File: config.mk
export PLATFORM = sky130hd
export DESIGN_NAME = ci_v_response_frame_decoder_core
export DESIGN_NICKNAME = d
export VERILOG_FILES = /design/src/design/cvfd_pkg.sv /design/src/design/cvfd_cfg.sv /design/src/design/cvfd_capture.sv /design/src/design/cvfd_decode.sv /design/src/design/cvfd_update.sv /design/src/design/ci_v_response_frame_decoder_core.sv
export SDC_FILE = /design/constraint.sdc
export NUM_CORES = 2
export LEC_CHECK = 0
export BUFFER_PORTS_ARGS = -buffer_cell sky130_fd_sc_hd__buf_2
export CAP_MARGIN = 10
export CORE_ASPECT_RATIO = 2
export CORE_MARGIN = 5
export CORE_UTILIZATION = 25
export DETAILED_ROUTE_END_ITERATION = 12
export GPL_TIMING_DRIVEN = 0
export PLACE_DENSITY_LB_ADDON = 0.3
export SLEW_MARGIN = 20
export SYNTH_ARGS = -nofsm -noshare
export SYNTH_HDL_FRONTEND = slang
export SYNTH_SLANG_ARGS = --single-unit
File: constraint.sdc
create_clock -name clk -period 14.98 [get_ports clk]
set_clock_uncertainty 0.2 [all_clocks]
set_input_delay 2.996 -clock clk [delete_from_list [all_inputs] [get_ports clk]]
set_output_delay 2.996 -clock clk [all_outputs]
set_load 0.02 [all_outputs]
File: src/design/cvfd_pkg.sv
// Shared types, constants and helper functions for the CI-V response frame decoder.
// Used by every module of the decoder; depends on nothing else.
package cvfd_pkg;

  localparam int MAX_FRAME_BYTES_DEF = 2047;
  localparam int HEAD_DEPTH = 11;
  localparam int TAIL_KEEP = 3;
  localparam int LEAD_PAIRS = 5;

  localparam int PAIR_W = 8;
  localparam int LO_W = 21;
  localparam int HI_W = 15;
  localparam int TBL_W = 19;
  localparam int HZ_W = 34;
  localparam int LVL_W = 9;

  localparam logic [7:0] RADIO_ADDR_RST = 8'hA4;
  localparam logic [7:0] PC_ADDR_RST = 8'hE0;

  localparam logic [7:0] CMD_ACK = 8'hFB;
  localparam logic [7:0] CMD_NG = 8'hFA;
  localparam logic [7:0] CMD_FREQ = 8'h03;
  localparam logic [7:0] CMD_SCOPE = 8'h27;
  localparam logic [7:0] SUB_SPAN = 8'h15;
  localparam logic [7:0] SUB_REF = 8'h19;

  localparam logic [HZ_W-1:0] SPAN_RST = 34'd5000;

  localparam logic REG_RADIO_ADDR = 1'b0;
  localparam logic REG_PC_ADDR = 1'b1;

  typedef logic [2:0] kind_t;
  localparam kind_t KIND_ACK = 3'd0;
  localparam kind_t KIND_NG = 3'd1;
  localparam kind_t KIND_FREQ = 3'd2;
  localparam kind_t KIND_SPAN = 3'd3;
  localparam kind_t KIND_REF = 3'd4;
  localparam kind_t KIND_IGNORE = 3'd5;

  typedef struct packed {
    logic [HEAD_DEPTH-1:0][7:0] head;
    logic [TAIL_KEEP-1:0][7:0]  tail;
    logic                       short_frame;
    logic [LEAD_PAIRS-1:0]      len_ge8;
    logic                       len_ge13;
  } snap_t;

  typedef struct packed {
    kind_t                          kind;
    logic [LEAD_PAIRS-1:0][PAIR_W-1:0] fpair;
    logic [TAIL_KEEP-1:0][PAIR_W-1:0]  tpair;
    logic [LEAD_PAIRS-1:0][PAIR_W-1:0] lpair;
    logic [TBL_W-1:0]               tbl;
    logic                           tail_ok;
    logic signed [LVL_W-1:0]        ref_level;
  } dec_t;

  typedef struct packed {
    kind_t                   kind;
    logic [LO_W-1:0]         f_lo;
    logic [HI_W-1:0]         f_hi;
    logic [LO_W-1:0]         t_sum;
    logic [LO_W-1:0]         l_lo;
    logic [HI_W-1:0]         l_hi;
    logic [TBL_W-1:0]        tbl;
    logic                    tail_ok;
    logic signed [LVL_W-1:0] ref_level;
  } sum_t;

  typedef struct packed {
    kind_t                   kind;
    logic [HZ_W-1:0]         freq;
    logic [HZ_W-1:0]         lead;
    logic [LO_W-1:0]         t_sum;
    logic [TBL_W-1:0]        tbl;
    logic                    tail_ok;
    logic signed [LVL_W-1:0] ref_level;
  } res_t;

  // Two BCD digits of one byte, a non-decimal nibble taken at its binary value.
  function automatic logic [PAIR_W-1:0] bcd_pair(input logic [7:0] b);
    return PAIR_W'(b[7:4]) * PAIR_W'(10) + PAIR_W'(b[3:0]);
  endfunction

  // Three pairs, lowest weight first.
  function automatic logic [LO_W-1:0] sum3(input logic [PAIR_W-1:0] a,
                                           input logic [PAIR_W-1:0] b,
                                           input logic [PAIR_W-1:0] c);
    return LO_W'(a) + LO_W'(b) * LO_W'(100) + LO_W'(c) * LO_W'(10000);
  endfunction

  function automatic logic [HI_W-1:0] sum2(input logic [PAIR_W-1:0] a,
                                           input logic [PAIR_W-1:0] b);
    return HI_W'(a) + HI_W'(b) * HI_W'(100);
  endfunction

  // Span from the fixed BCD table first, then from the binary code table.
  function automatic logic [TBL_W-1:0] span_lookup(input logic [7:0] lo,
                                                   input logic [7:0] hi);
    logic [TBL_W-1:0] hz;
    hz = '0;
    case ({hi, lo})
      16'h0025: hz = TBL_W'(2500);
      16'h0050: hz = TBL_W'(5000);
      16'h0100: hz = TBL_W'(10000);
      16'h0250: hz = TBL_W'(25000);
      16'h0500: hz = TBL_W'(50000);
      16'h1000: hz = TBL_W'(100000);
      16'h2500: hz = TBL_W'(250000);
      16'h5000: hz = TBL_W'(500000);
      16'd2:    hz = TBL_W'(2500);
      16'd5:    hz = TBL_W'(5000);
      16'd10:   hz = TBL_W'(10000);
      16'd25:   hz = TBL_W'(25000);
      16'd50:   hz = TBL_W'(50000);
      16'd100:  hz = TBL_W'(100000);
      16'd250:  hz = TBL_W'(250000);
      16'd500:  hz = TBL_W'(500000);
      default:  hz = '0;
    endcase
    return hz;
  endfunction

endpackage

File: src/design/cvfd_cfg.sv
// Configuration registers of the frame decoder behind an APB-style port.
// Depends on cvfd_pkg for register indexes and reset values.
module cvfd_cfg import cvfd_pkg::*; (
  input  logic        clk,
  input  logic        rst_n,
  input  logic        cfg_psel,
  input  logic        cfg_penable,
  input  logic        cfg_pwrite,
  input  logic [2:0]  cfg_paddr,
  input  logic [31:0] cfg_pwdata,
  output logic [31:0] cfg_prdata,
  output logic        cfg_pready,
  output logic [7:0]  radio_addr,
  output logic [7:0]  pc_addr
);

  logic [7:0] radio_addr_r;
  logic [7:0] pc_addr_r;
  logic       wr_en;

  assign cfg_pready = 1'b1;
  assign wr_en = cfg_psel && cfg_penable && cfg_pwrite && cfg_pready;

  always_ff @(posedge clk) begin
    if (!rst_n) begin
      radio_addr_r <= RADIO_ADDR_RST;
      pc_addr_r <= PC_ADDR_RST;
    end else if (wr_en) begin
      if (cfg_paddr[2] == REG_RADIO_ADDR) begin
        radio_addr_r <= cfg_pwdata[7:0];
      end else begin
        pc_addr_r <= cfg_pwdata[7:0];
      end
    end
  end

  assign cfg_prdata = (cfg_paddr[2] == REG_PC_ADDR) ? {24'd0, pc_addr_r} : {24'd0, radio_addr_r};
  assign radio_addr = radio_addr_r;
  assign pc_addr = pc_addr_r;

endmodule

File: src/design/cvfd_capture.sv
// Byte capture for the frame decoder: byte count, head bytes, recent bytes, and a
// snapshot register loaded on the last byte of a frame. Depends on cvfd_pkg.
module cvfd_capture import cvfd_pkg::*; #(
  parameter int MAX_FRAME_BYTES = MAX_FRAME_BYTES_DEF
) (
  input  logic       clk,
  input  logic       rst_n,
  input  logic       in_tvalid,
  output logic       in_tready,
  input  logic [7:0] in_tdata,
  input  logic       in_tlast,
  output logic       snap_valid,
  input  logic       snap_ready,
  output snap_t      snap
);

  localparam int CW = $clog2(MAX_FRAME_BYTES + 1);

  logic [CW-1:0]              count_r;
  logic [CW-1:0]              count_inc;
  logic [HEAD_DEPTH-1:0][7:0] head_r;
  logic [HEAD_DEPTH-1:0][7:0] head_nxt;
  logic [TAIL_KEEP-1:0][7:0]  tail_r;
  logic                       snap_vld_r;
  snap_t                      snap_r;
  snap_t                      snap_nxt;
  logic                       accept;

  assign in_tready = !snap_vld_r || snap_ready;
  assign accept = in_tvalid && in_tready;

  always_comb begin
    count_inc = (count_r < CW'(MAX_FRAME_BYTES)) ? count_r + CW'(1) : count_r;
    for (int i = 0; i < HEAD_DEPTH; i++) begin
      head_nxt[i] = (count_r == CW'(i)) ? in_tdata : head_r[i];
    end
    snap_nxt.head = head_nxt;
    snap_nxt.tail = tail_r;
    snap_nxt.short_frame = count_inc < CW'(5);
    for (int i = 0; i < LEAD_PAIRS; i++) begin
      snap_nxt.len_ge8[i] = count_inc >= CW'(8 + i);
    end
    snap_nxt.len_ge13 = count_inc >= CW'(13);
  end

  always_ff @(posedge clk) begin
    if (!rst_n) begin
      count_r <= '0;
      snap_vld_r <= 1'b0;
    end else begin
      if (accept) begin
        count_r <= in_tlast ? '0 : count_inc;
      end
      if (accept && in_tlast) begin
        snap_vld_r <= 1'b1;
      end else if (snap_ready) begin
        snap_vld_r <= 1'b0;
      end
    end
  end

  always_ff @(posedge clk) begin
    if (accept) begin
      head_r <= head_nxt;
      tail_r <= {in_tdata, tail_r[TAIL_KEEP-1:1]};
    end
    if (accept && in_tlast) begin
      snap_r <= snap_nxt;
    end
  end

  assign snap_valid = snap_vld_r;
  assign snap = snap_r;

endmodule

File: src/design/cvfd_decode.sv
// Three-stage frame decode: classification and BCD pairs, partial weighted sums,
// then full 34-bit sums. Depends on cvfd_pkg for types and helper functions.
module cvfd_decode import cvfd_pkg::*; (
  input  logic       clk,
  input  logic       rst_n,
  input  logic [7:0] radio_addr,
  input  logic [7:0] pc_addr,
  input  logic       snap_valid,
  output logic       snap_ready,
  input  snap_t      snap,
  output logic       res_valid,
  input  logic       res_ready,
  output res_t       res
);

  logic  s2_vld_r, s3_vld_r, s4_vld_r;
  logic  s2_rdy, s3_rdy, s4_rdy;
  dec_t  s2_r, s2_nxt;
  sum_t  s3_r, s3_nxt;
  res_t  s4_r, s4_nxt;
  logic  from_radio;
  logic [PAIR_W-1:0] mag;

  assign s4_rdy = !s4_vld_r || res_ready;
  assign s3_rdy = !s3_vld_r || s4_rdy;
  assign s2_rdy = !s2_vld_r || s3_rdy;
  assign snap_ready = s2_rdy;

  always_comb begin
    from_radio = (snap.head[2] == pc_addr) && (snap.head[3] == radio_addr);
    s2_nxt.kind = KIND_IGNORE;
    if (snap.short_frame) begin
      s2_nxt.kind = KIND_IGNORE;
    end else if (snap.head[4] == CMD_ACK) begin
      s2_nxt.kind = KIND_ACK;
    end else if (snap.head[4] == CMD_NG) begin
      s2_nxt.kind = KIND_NG;
    end else if (snap.head[4] == CMD_FREQ && snap.len_ge8[3] && from_radio) begin
      s2_nxt.kind = KIND_FREQ;
    end else if (snap.head[4] == CMD_SCOPE && snap.len_ge8[0] && from_radio) begin
      if (snap.head[5] == SUB_SPAN) begin
        s2_nxt.kind = KIND_SPAN;
      end else if (snap.head[5] == SUB_REF) begin
        s2_nxt.kind = KIND_REF;
      end
    end
    for (int i = 0; i < LEAD_PAIRS; i++) begin
      s2_nxt.fpair[i] = bcd_pair(snap.head[5 + i]);
      s2_nxt.lpair[i] = snap.len_ge8[i] ? bcd_pair(snap.head[6 + i]) : '0;
    end
    for (int i = 0; i < TAIL_KEEP; i++) begin
      s2_nxt.tpair[i] = bcd_pair(snap.tail[i]);
    end
    s2_nxt.tbl = snap.len_ge13 ? span_lookup(snap.head[8], snap.head[9]) : '0;
    s2_nxt.tail_ok = snap.len_ge8[2];
    mag = snap.len_ge8[1] ? bcd_pair(snap.head[6]) : '0;
    s2_nxt.ref_level = (snap.len_ge8[1] && snap.head[7][0]) ?
                       -$signed({1'b0, mag}) : $signed({1'b0, mag});
  end

  always_comb begin
    s3_nxt.kind = s2_r.kind;
    s3_nxt.f_lo = sum3(s2_r.fpair[0], s2_r.fpair[1], s2_r.fpair[2]);
    s3_nxt.f_hi = sum2(s2_r.fpair[3], s2_r.fpair[4]);
    s3_nxt.t_sum = sum3(s2_r.tpair[2], s2_r.tpair[1], s2_r.tpair[0]);
    s3_nxt.l_lo = sum3(s2_r.lpair[0], s2_r.lpair[1], s2_r.lpair[2]);
    s3_nxt.l_hi = sum2(s2_r.lpair[3], s2_r.lpair[4]);
    s3_nxt.tbl = s2_r.tbl;
    s3_nxt.tail_ok = s2_r.tail_ok;
    s3_nxt.ref_level = s2_r.ref_level;
  end

  always_comb begin
    s4_nxt.kind = s3_r.kind;
    s4_nxt.freq = HZ_W'(s3_r.f_hi) * HZ_W'(1000000) + HZ_W'(s3_r.f_lo);
    s4_nxt.lead = HZ_W'(s3_r.l_hi) * HZ_W'(1000000) + HZ_W'(s3_r.l_lo);
    s4_nxt.t_sum = s3_r.t_sum;
    s4_nxt.tbl = s3_r.tbl;
    s4_nxt.tail_ok = s3_r.tail_ok;
    s4_nxt.ref_level = s3_r.ref_level;
  end

  always_ff @(posedge clk) begin
    if (!rst_n) begin
      s2_vld_r <= 1'b0;
      s3_vld_r <= 1'b0;
      s4_vld_r <= 1'b0;
    end else begin
      if (s2_rdy) begin
        s2_vld_r <= snap_valid;
      end
      if (s3_rdy) begin
        s3_vld_r <= s2_vld_r;
      end
      if (s4_rdy) begin
        s4_vld_r <= s3_vld_r;
      end
    end
  end

  always_ff @(posedge clk) begin
    if (s2_rdy && snap_valid) begin
      s2_r <= s2_nxt;
    end
    if (s3_rdy && s2_vld_r) begin
      s3_r <= s3_nxt;
    end
    if (s4_rdy && s3_vld_r) begin
      s4_r <= s4_nxt;
    end
  end

  assign res_valid = s4_vld_r;
  assign res = s4_r;

endmodule

File: src/design/cvfd_update.sv
// Stored frequency, span and reference level, updated from each decoded frame, and
// the result register that drives the output channel. Depends on cvfd_pkg.
module cvfd_update import cvfd_pkg::*; (
  input  logic        clk,
  input  logic        rst_n,
  input  logic        res_valid,
  output logic        res_ready,
  input  res_t        res,
  output logic        out_tvalid,
  input  logic        out_tready,
  output logic [87:0] out_tdata
);

  logic                    out_vld_r;
  kind_t                   kind_r;
  logic                    chg_r, chg_nxt;
  logic [HZ_W-1:0]         freq_r, freq_nxt;
  logic [HZ_W-1:0]         span_r, span_nxt;
  logic [HZ_W-1:0]         span_sel;
  logic signed [LVL_W-1:0] lvl_r, lvl_nxt;
  logic                    load;

  assign res_ready = !out_vld_r || out_tready;
  assign load = res_valid && res_ready;

  always_comb begin
    freq_nxt = freq_r;
    span_nxt = span_r;
    lvl_nxt = lvl_r;
    chg_nxt = 1'b0;
    if (res.tbl != '0) begin
      span_sel = HZ_W'(res.tbl);
    end else if (res.tail_ok && res.t_sum != '0) begin
      span_sel = HZ_W'(res.t_sum);
    end else begin
      span_sel = res.lead;
    end
    case (res.kind)
      KIND_FREQ: begin
        if (res.freq != '0 && res.freq != freq_r) begin
          freq_nxt = res.freq;
          chg_nxt = 1'b1;
        end
      end
      KIND_SPAN: begin
        if (span_sel != '0 && span_sel != span_r) begin
          span_nxt = span_sel;
          chg_nxt = 1'b1;
        end
      end
      KIND_REF: begin
        if (res.ref_level != lvl_r) begin
          lvl_nxt = res.ref_level;
          chg_nxt = 1'b1;
        end
      end
      default: begin
        chg_nxt = 1'b0;
      end
    endcase
  end

  always_ff @(posedge clk) begin
    if (!rst_n) begin
      out_vld_r <= 1'b0;
      freq_r <= '0;
      span_r <= SPAN_RST;
      lvl_r <= '0;
    end else begin
      if (load) begin
        out_vld_r <= 1'b1;
        freq_r <= freq_nxt;
        span_r <= span_nxt;
        lvl_r <= lvl_nxt;
      end else if (out_tready) begin
        out_vld_r <= 1'b0;
      end
    end
  end

  always_ff @(posedge clk) begin
    if (load) begin
      kind_r <= res.kind;
      chg_r <= chg_nxt;
    end
  end

  assign out_tvalid = out_vld_r;
  assign out_tdata = {7'd0, chg_r, lvl_r, span_r, freq_r, kind_r};

  a_span_nonzero: assert property (@(posedge clk) disable iff (!rst_n)
    span_r != '0)
    else $error("stored span became zero");

  a_level_range: assert property (@(posedge clk) disable iff (!rst_n)
    lvl_r >= -9'sd165 && lvl_r <= 9'sd165)
    else $error("stored reference level out of range");

  a_hold_without_load: assert property (@(posedge clk) disable iff (!rst_n)
    !load |=> $stable(freq_r) && $stable(span_r) && $stable(lvl_r))
    else $error("stored value changed without a decoded frame");

  a_freq_update: assert property (@(posedge clk) disable iff (!rst_n)
    (load && res.kind == KIND_FREQ && chg_nxt) |=> freq_r != '0 && chg_r)
    else $error("frequency update lost");

endmodule

File: src/design/ci_v_response_frame_decoder_core.sv
// After the last byte of a frame is transferred, a result reaches out_tvalid through the
// snapshot register, then the classify, partial-sum and full-sum stages and the result register.
// Throughput: one byte per cycle; a frame of one byte may follow another directly.
// The input stalls only when all decode stages hold results the output has not taken.
// Reset (rst_n low, synchronous): byte count and all valids clear, addresses return to
// 0xA4 and 0xE0, stored frequency 0, span 5000 Hz, reference level 0.
module ci_v_response_frame_decoder_core import cvfd_pkg::*; #(
  parameter int MAX_FRAME_BYTES = MAX_FRAME_BYTES_DEF
) (
  input  logic        clk,
  input  logic        rst_n,
  input  logic        in_tvalid,
  output logic        in_tready,
  input  logic [7:0]  in_tdata,   // [7:0] frame_byte
  input  logic        in_tlast,   // end_of_frame
  output logic        out_tvalid,
  input  logic        out_tready,
  output logic [87:0] out_tdata,  // [2:0] frame_kind, [36:3] frequency_hz,
                                  // [70:37] span_hz, [79:71] reference_level,
                                  // [80] value_changed, [87:81] zero
  input  logic        cfg_psel,
  input  logic        cfg_penable,
  input  logic        cfg_pwrite,
  input  logic [2:0]  cfg_paddr,
  input  logic [31:0] cfg_pwdata,
  output logic [31:0] cfg_prdata,
  output logic        cfg_pready
);

  logic [7:0] radio_addr;
  logic [7:0] pc_addr;
  logic       snap_valid;
  logic       snap_ready;
  snap_t      snap;
  logic       res_valid;
  logic       res_ready;
  res_t       res;

  cvfd_cfg u_cfg (
    .clk         (clk),
    .rst_n       (rst_n),
    .cfg_psel    (cfg_psel),
    .cfg_penable (cfg_penable),
    .cfg_pwrite  (cfg_pwrite),
    .cfg_paddr   (cfg_paddr),
    .cfg_pwdata  (cfg_pwdata),
    .cfg_prdata  (cfg_prdata),
    .cfg_pready  (cfg_pready),
    .radio_addr  (radio_addr),
    .pc_addr     (pc_addr)
  );

  cvfd_capture #(
    .MAX_FRAME_BYTES (MAX_FRAME_BYTES)
  ) u_capture (
    .clk        (clk),
    .rst_n      (rst_n),
    .in_tvalid  (in_tvalid),
    .in_tready  (in_tready),
    .in_tdata   (in_tdata),
    .in_tlast   (in_tlast),
    .snap_valid (snap_valid),
    .snap_ready (snap_ready),
    .snap       (snap)
  );

  cvfd_decode u_decode (
    .clk        (clk),
    .rst_n      (rst_n),
    .radio_addr (radio_addr),
    .pc_addr    (pc_addr),
    .snap_valid (snap_valid),
    .snap_ready (snap_ready),
    .snap       (snap),
    .res_valid  (res_valid),
    .res_ready  (res_ready),
    .res        (res)
  );

  cvfd_update u_update (
    .clk        (clk),
    .rst_n      (rst_n),
    .res_valid  (res_valid),
    .res_ready  (res_ready),
    .res        (res),
    .out_tvalid (out_tvalid),
    .out_tready (out_tready),
    .out_tdata  (out_tdata)
  );

endmodule

# Yosys cells after proc, flatten, opt, wreduce, memory -nomap -nowiden

Index checks and enable logic that the tools add are counted.
W data, S select, Z words.

Register bits after elaboration: 694
Bits in latches: 0
Bits in writable memories: 0
Memory bits (read-only): 0
Bits of input ports: 51
Output and inout port bits: 123
Word-level logic and storage cells: 241
Memories: 0

$add $sub $neg: 21
Multipliers: 19
Div/mod/pow operators: 0
$lt $le $gt $ge: 8
Equality and inequality tests: 39
Shift-type cells: 0
Multiplexer cells: 31
Bitwise gates (word level): 1
Reductions and logical operators: 47

Operator list:

| cell                     | count |
|---|---|
| $pmux W19 S8             | 1 |
| $mux W8                  | 12 |
| $add A8 B4 Y8            | 9 |
| $add A34 B21 Y34         | 2 |
| $mux W34                 | 2 |
| $ne A34 B34 Y1           | 2 |
| $reduce_bool A34 Y1      | 2 |
| $ge A11 B4 Y1 const B    | 6 |
| $mul A8 B5 Y13 const B   | 5 |
| $add A21 B21 Y21         | 3 |
| $mul A4 B3 Y7 const B    | 9 |
| $mul A15 B14 Y28 const B | 2 |
| $mul A8 B10 Y17 const B  | 3 |
| $add A8 B15 Y16          | 3 |
| $eq A11 B3 Y1 const B    | 4 |
| $eq A11 B4 Y1 const B    | 3 |
| $eq A16 B6 Y1 const B    | 2 |
| $eq A16 B7 Y1 const B    | 2 |
| $eq A16 B9 Y1 const B    | 2 |
| $add A8 B15 Y15          | 2 |
| $eq A11 B2 Y1 const B    | 2 |
| $mux W11                 | 2 |
| $reduce_bool A21 Y1      | 1 |
| $reduce_bool A19 Y1      | 1 |
| other kinds (34)         | 84 |

# Longest topological paths before layout

Word-level depth: 9
Depth in mapped cells: 24
Gate-level depth less buffers: 24

# Cells and area by module

Synthesis repeated with hierarchy kept, for this count alone.

Cells, all modules: 4146
Area total of the unflattened synthesis: 48544.1 sq um

Modules (own cells, without submodules):

| module       | times used | cells an instance | area each (sq um) | seq. area each (sq um) |
|---|---|---|---|---|
| cvfd_decode  | 1          | 2967              | 33168.1           | 11260.8 |
| cvfd_capture | 1          | 482               | 9151.3            | 7176.9 |
| cvfd_update  | 1          | 595               | 5243.8            | 1681.6 |
| cvfd_cfg     | 1          | 102               | 980.9             | 320.3 |

# Worst setup path after synthesis

No wires, ideal clock.

Path kind: input-to-reg
Start point: input out_tready
End point: register u_decode.s2_r[0] (netlist bit), enable pin
Library setup time: 0.829 ns
Arrival: 12.915 ns
Required time: 13.951 ns
Path slack: 1.037 ns
Stages: 3
Buffers on the path: 0
Cells stage by stage: nor2b_1 > and3_1 > a21boi_0

Word-level cells in the longest chain between the ends: 5

Ends and longest elaborated chain:

| what                 | line                                   | source |
|---|---|---|
| from (decl)          | ci_v_response_frame_decoder_core.sv:17 | `input logic out_tready,` |
| $logic_or A1 B1 Y1   | cvfd_update.sv:23                      | `assign res_ready = !out_vld_r \|\| out_tready;` |
| $logic_or A1 B1 Y1   | cvfd_decode.sv:24                      | `assign s4_rdy = !s4_vld_r \|\| res_ready;` |
| $logic_or A1 B1 Y1   | cvfd_decode.sv:25                      | `assign s3_rdy = !s3_vld_r \|\| s4_rdy;` |
| $logic_or A1 B1 Y1   | cvfd_decode.sv:26                      | `assign s2_rdy = !s2_vld_r \|\| s3_rdy;` |
| $logic_and A1 B1 Y1  | cvfd_decode.sv:102                     | `if (s2_rdy && snap_valid) begin` |
| to (signal assigned) | cvfd_decode.sv:103                     | `s2_r <= s2_nxt;` |
| to (decl)            | cvfd_decode.sv:18                      | `dec_t s2_r, s2_nxt;` |

No other way between the ends.
A chain may end at the register's enable or synchronous reset.

# Worst setup path after layout

Start point: input out_tready
End point: output in_tready

Word-level cells in the longest chain between the ends: 5

Ends and longest elaborated chain:

| what               | line                                   | source |
|---|---|---|
| $logic_or A1 B1 Y1 | cvfd_update.sv:23                      |  |
| $logic_or A1 B1 Y1 | cvfd_decode.sv:24                      |  |
| $logic_or A1 B1 Y1 | cvfd_decode.sv:25                      |  |
| $logic_or A1 B1 Y1 | cvfd_decode.sv:26                      |  |
| $logic_or A1 B1 Y1 | cvfd_capture.sv:29                     | `assign in_tready = !snap_vld_r \|\| snap_ready;` |
| to (decl)          | ci_v_response_frame_decoder_core.sv:13 | `output logic in_tready,` |

No other way between the ends.

==> results.md <==
* Port Buf Inserts at 114
* Worst Setup End Kind: primary output
* Starting Density at 25.1%
* Largest family of logic cells by synthesized area: adder cells
* CTS tree: done
* Total number of vias at 29325
* Hold Path Stages at 0
* Max-slew violation count at 0
* Antenna-violating nets left at 0
* Worst-Skew Late Latency at 660 ps
* Post-synthesis mux area share at 3.88%
* Hold Crit Class: reg2reg
* Dpl cells at 6653
* Tcrit/Tclk final at 53.3%
* Slew headroom at 25.5%
* Largest cells by area after synthesis: edfxtp_1 37%, ha_1 17%, fa_1 7.7%, xnor2_1 5.6%, dfxtp_1 4.7%
* Period minus WS final at 7980 ps
* Leak at 22.2 nW
* Hold slack at 187 ps
* Number of gates resized after CTS at 0
* Syn Area/Cell at 11.5 um^2
* Drt via density at 4.32
* IO Pins at 174
* DP HPWL at 93400 um
* Root buffer cell: clkbuf_16
* RSZ-0062 raised after global routing: no
* Residual DRC count at 0
* First-pass GRT wire length at 175000 um
* Max VDD drop at 0.0812 mV
* Cell Rows at 223
* Post-synth ARST share at 0%
* Layout fillers at 18937
* XOR/XNOR Fraction of Synth Area at 7.48%
* Startpoint Class: primary input
* Number of global-route vias before repair at 30971
* Largest net degree at the start of global routing at 58
* Worst EP arrival at 4790 ps
* Die X at 314 um
* Total Routed Length at 113000 um
* Max-cap violations at 0
* First-pass DRT Iterations at 5
* Routed len/inst at 16.7 um
* Hold Violations, Final at 0
* Top cells by count, synth: 612 x ha_1, 576 x edfxtp_1, 504 x inv_1
* Post-Layout Cell Count at 6785
* Num CTS Buffers at 70
* H-tree level count at 3
* Post-synthesis cell count at 4013
* Die ar. at 195000 um^2
* Footprint of the multi-input gates at 24600 um^2
* Hold-fix buffers, CTS at 0
* Status: complete, no violations
* Final net count at 5092
* Primary FF master, synth: edfxtp_1
* Max FO, Critical Path at 6
* Share of cells above drive strength 1 at 10.1%
* Die Y-Extent at 619 um
* Final setup fails at 0
* Post-synthesis register bit count at 685
* Ys Warns at 0
* Post-CTS Setup Inserts at 0
* Post-synthesis cell area at 46300 um^2
* Adder-cell share of the synthesized area at 24.3%
* Core area at 184000 um^2
* Setup TNS at 0 ps
* Count leader, synth: ha_1
* Gr ovfl total at 0
* Final GP Congestion at 0.915
* Initial antenna violation count at 5
* FMAX at 125 MHz
* Power Density at 125 nW/um^2
* Synth top area share at 37.3%
* Total Routing Usage GR at 11.6%
* DR iter-0 viols at 1029
* Clock transition at path regs at 70 ps
* Area Overhead vs Synth at 14.5%
* R2R depth at 20
* Sequential share of the synthesized area at 42.0%
* WP data required at 11780 ps
* Simple-gate share of the synthesized area at 8.61%
* EDFF count, synth at 576
* Synth Area in Compound Gates at 8.53%
* Clock tree buffer depth at 3
* Leading area contributor after synthesis: edfxtp_1
* CTS sink cnt at 685
* Register area at 19500 um^2
* Synth unique cells at 98
* Critical path class: in2out
* Slew @ Worst Pin at 1090 ps
## logic make-up (layout without fill, tap and decap cells)
| logic type | Yosys count | in the layout |
|---|---|---|
| compound gates | 599 | 599 |
| xor+xnor | 394 | 394 |
| fa+ha+maj | 791 | 791 |
| buf+inv | 593 | 858 |
| flops | 685 | 685 |
| mux | 169 | 169 |
| other cells | 2 | 34 |
| simple gates | 780 | 780 |
## metal layers
| metal | vias up | track usage, % | share of wire, % |
|---|---|---|---|
| met5 | - | 0 | 0.0062 |
| met4 | 2 | 5.46 | 5.0 |
| met3 | 206 | 1.39 | 2.8 |
| met2 | 485 | 23.4 | 56 |
| met1 | 14046 | 11.4 | 36 |
| li1 | 14586 | - | - |
## layout by cell type, fill, tap and decap left out, drive strengths merged, types with 58 or more instances in the layout
cell type and count:
nand3 84, xnor2 295, edfxtp 576, buf 182, clkbuf 126, fa 179, o21bai 58, o21ai 83
a21o 92, mux2i 86, ha 612, xor2 98, nand2 160, a21oi 197, inv 513, nor2 187
mux2 83, dfxtp 109
## registers in the layout, summed over array words and instances (netlist names), 3 cells and up
name and count:
u_capture.head_r 72, u_decode.s2_r 133, u_decode.s3_r 122, u_update.lvl_r 9, u_capture.count_r 11, u_decode.res 118, u_capture.snap_nxt 24, u_update.kind_r 3
u_update.span_r 34, u_cfg.pc_addr 8, u_cfg.radio_addr 8, u_update.freq_r 34, u_capture.snap 103
## final cells by class
class,count,share of cell area [%]
diodes,2,0.00943
plain buffers,87,0.955
clock buffers,86,3.57
clock inverters,44,0.927
inverters,506,3.60
multi-input cells,2765,46.4
flip-flops and latches,685,36.7
well taps,2475,5.84
repair buffers,135,2.02
## worst max-delay path: stages
cell	delay, ps
buf_2	100
nor2b_1	470
and3_1	550
nand3_1	380
buf_2	280
## per-stage QoR
| stage | setup WS (ps) | instance area (um^2) | util, % | total power, mW |
|---|---|---|---|---|
| after floorplan | 1040 | 46400 | - | 4.35 |
| after global placement | -3590 | 50100 | 27.2 | 4.86 |
| after detailed placement | 7020 | 50700 | 27.5 | 4.88 |
| after CTS | 7010 | 53100 | 28.8 | 6.75 |
| after global routing | 6880 | 53100 | 28.8 | 7.12 |
| final | 7000 | 53100 | 28.8 | 6.63 |
## final timing paths
kind | start | end | slack (ps)
worst max-delay path | out_tready | in_tready | 7000
worst max register to register | u_decode.s3_r[30] | u_decode.res[83] | 7870
worst min register to register | u_decode.s2_r[133] | u_decode.s3_r[122] | 190
worst min-delay path | u_decode.s2_r[133] | u_decode.s3_r[122] | 190
## power breakdown
part	leakage, nW	switching, mW	total, mW	internal (mW)
logic	14.8	1.39	2.49	1.11
registers	6.23	0.0579	2.32	2.27
clock network	1.15	0.810	1.82	1.01
total	22.2	2.25	6.63	4.38
No activity file was read; power rests on OpenSTA's default activity.
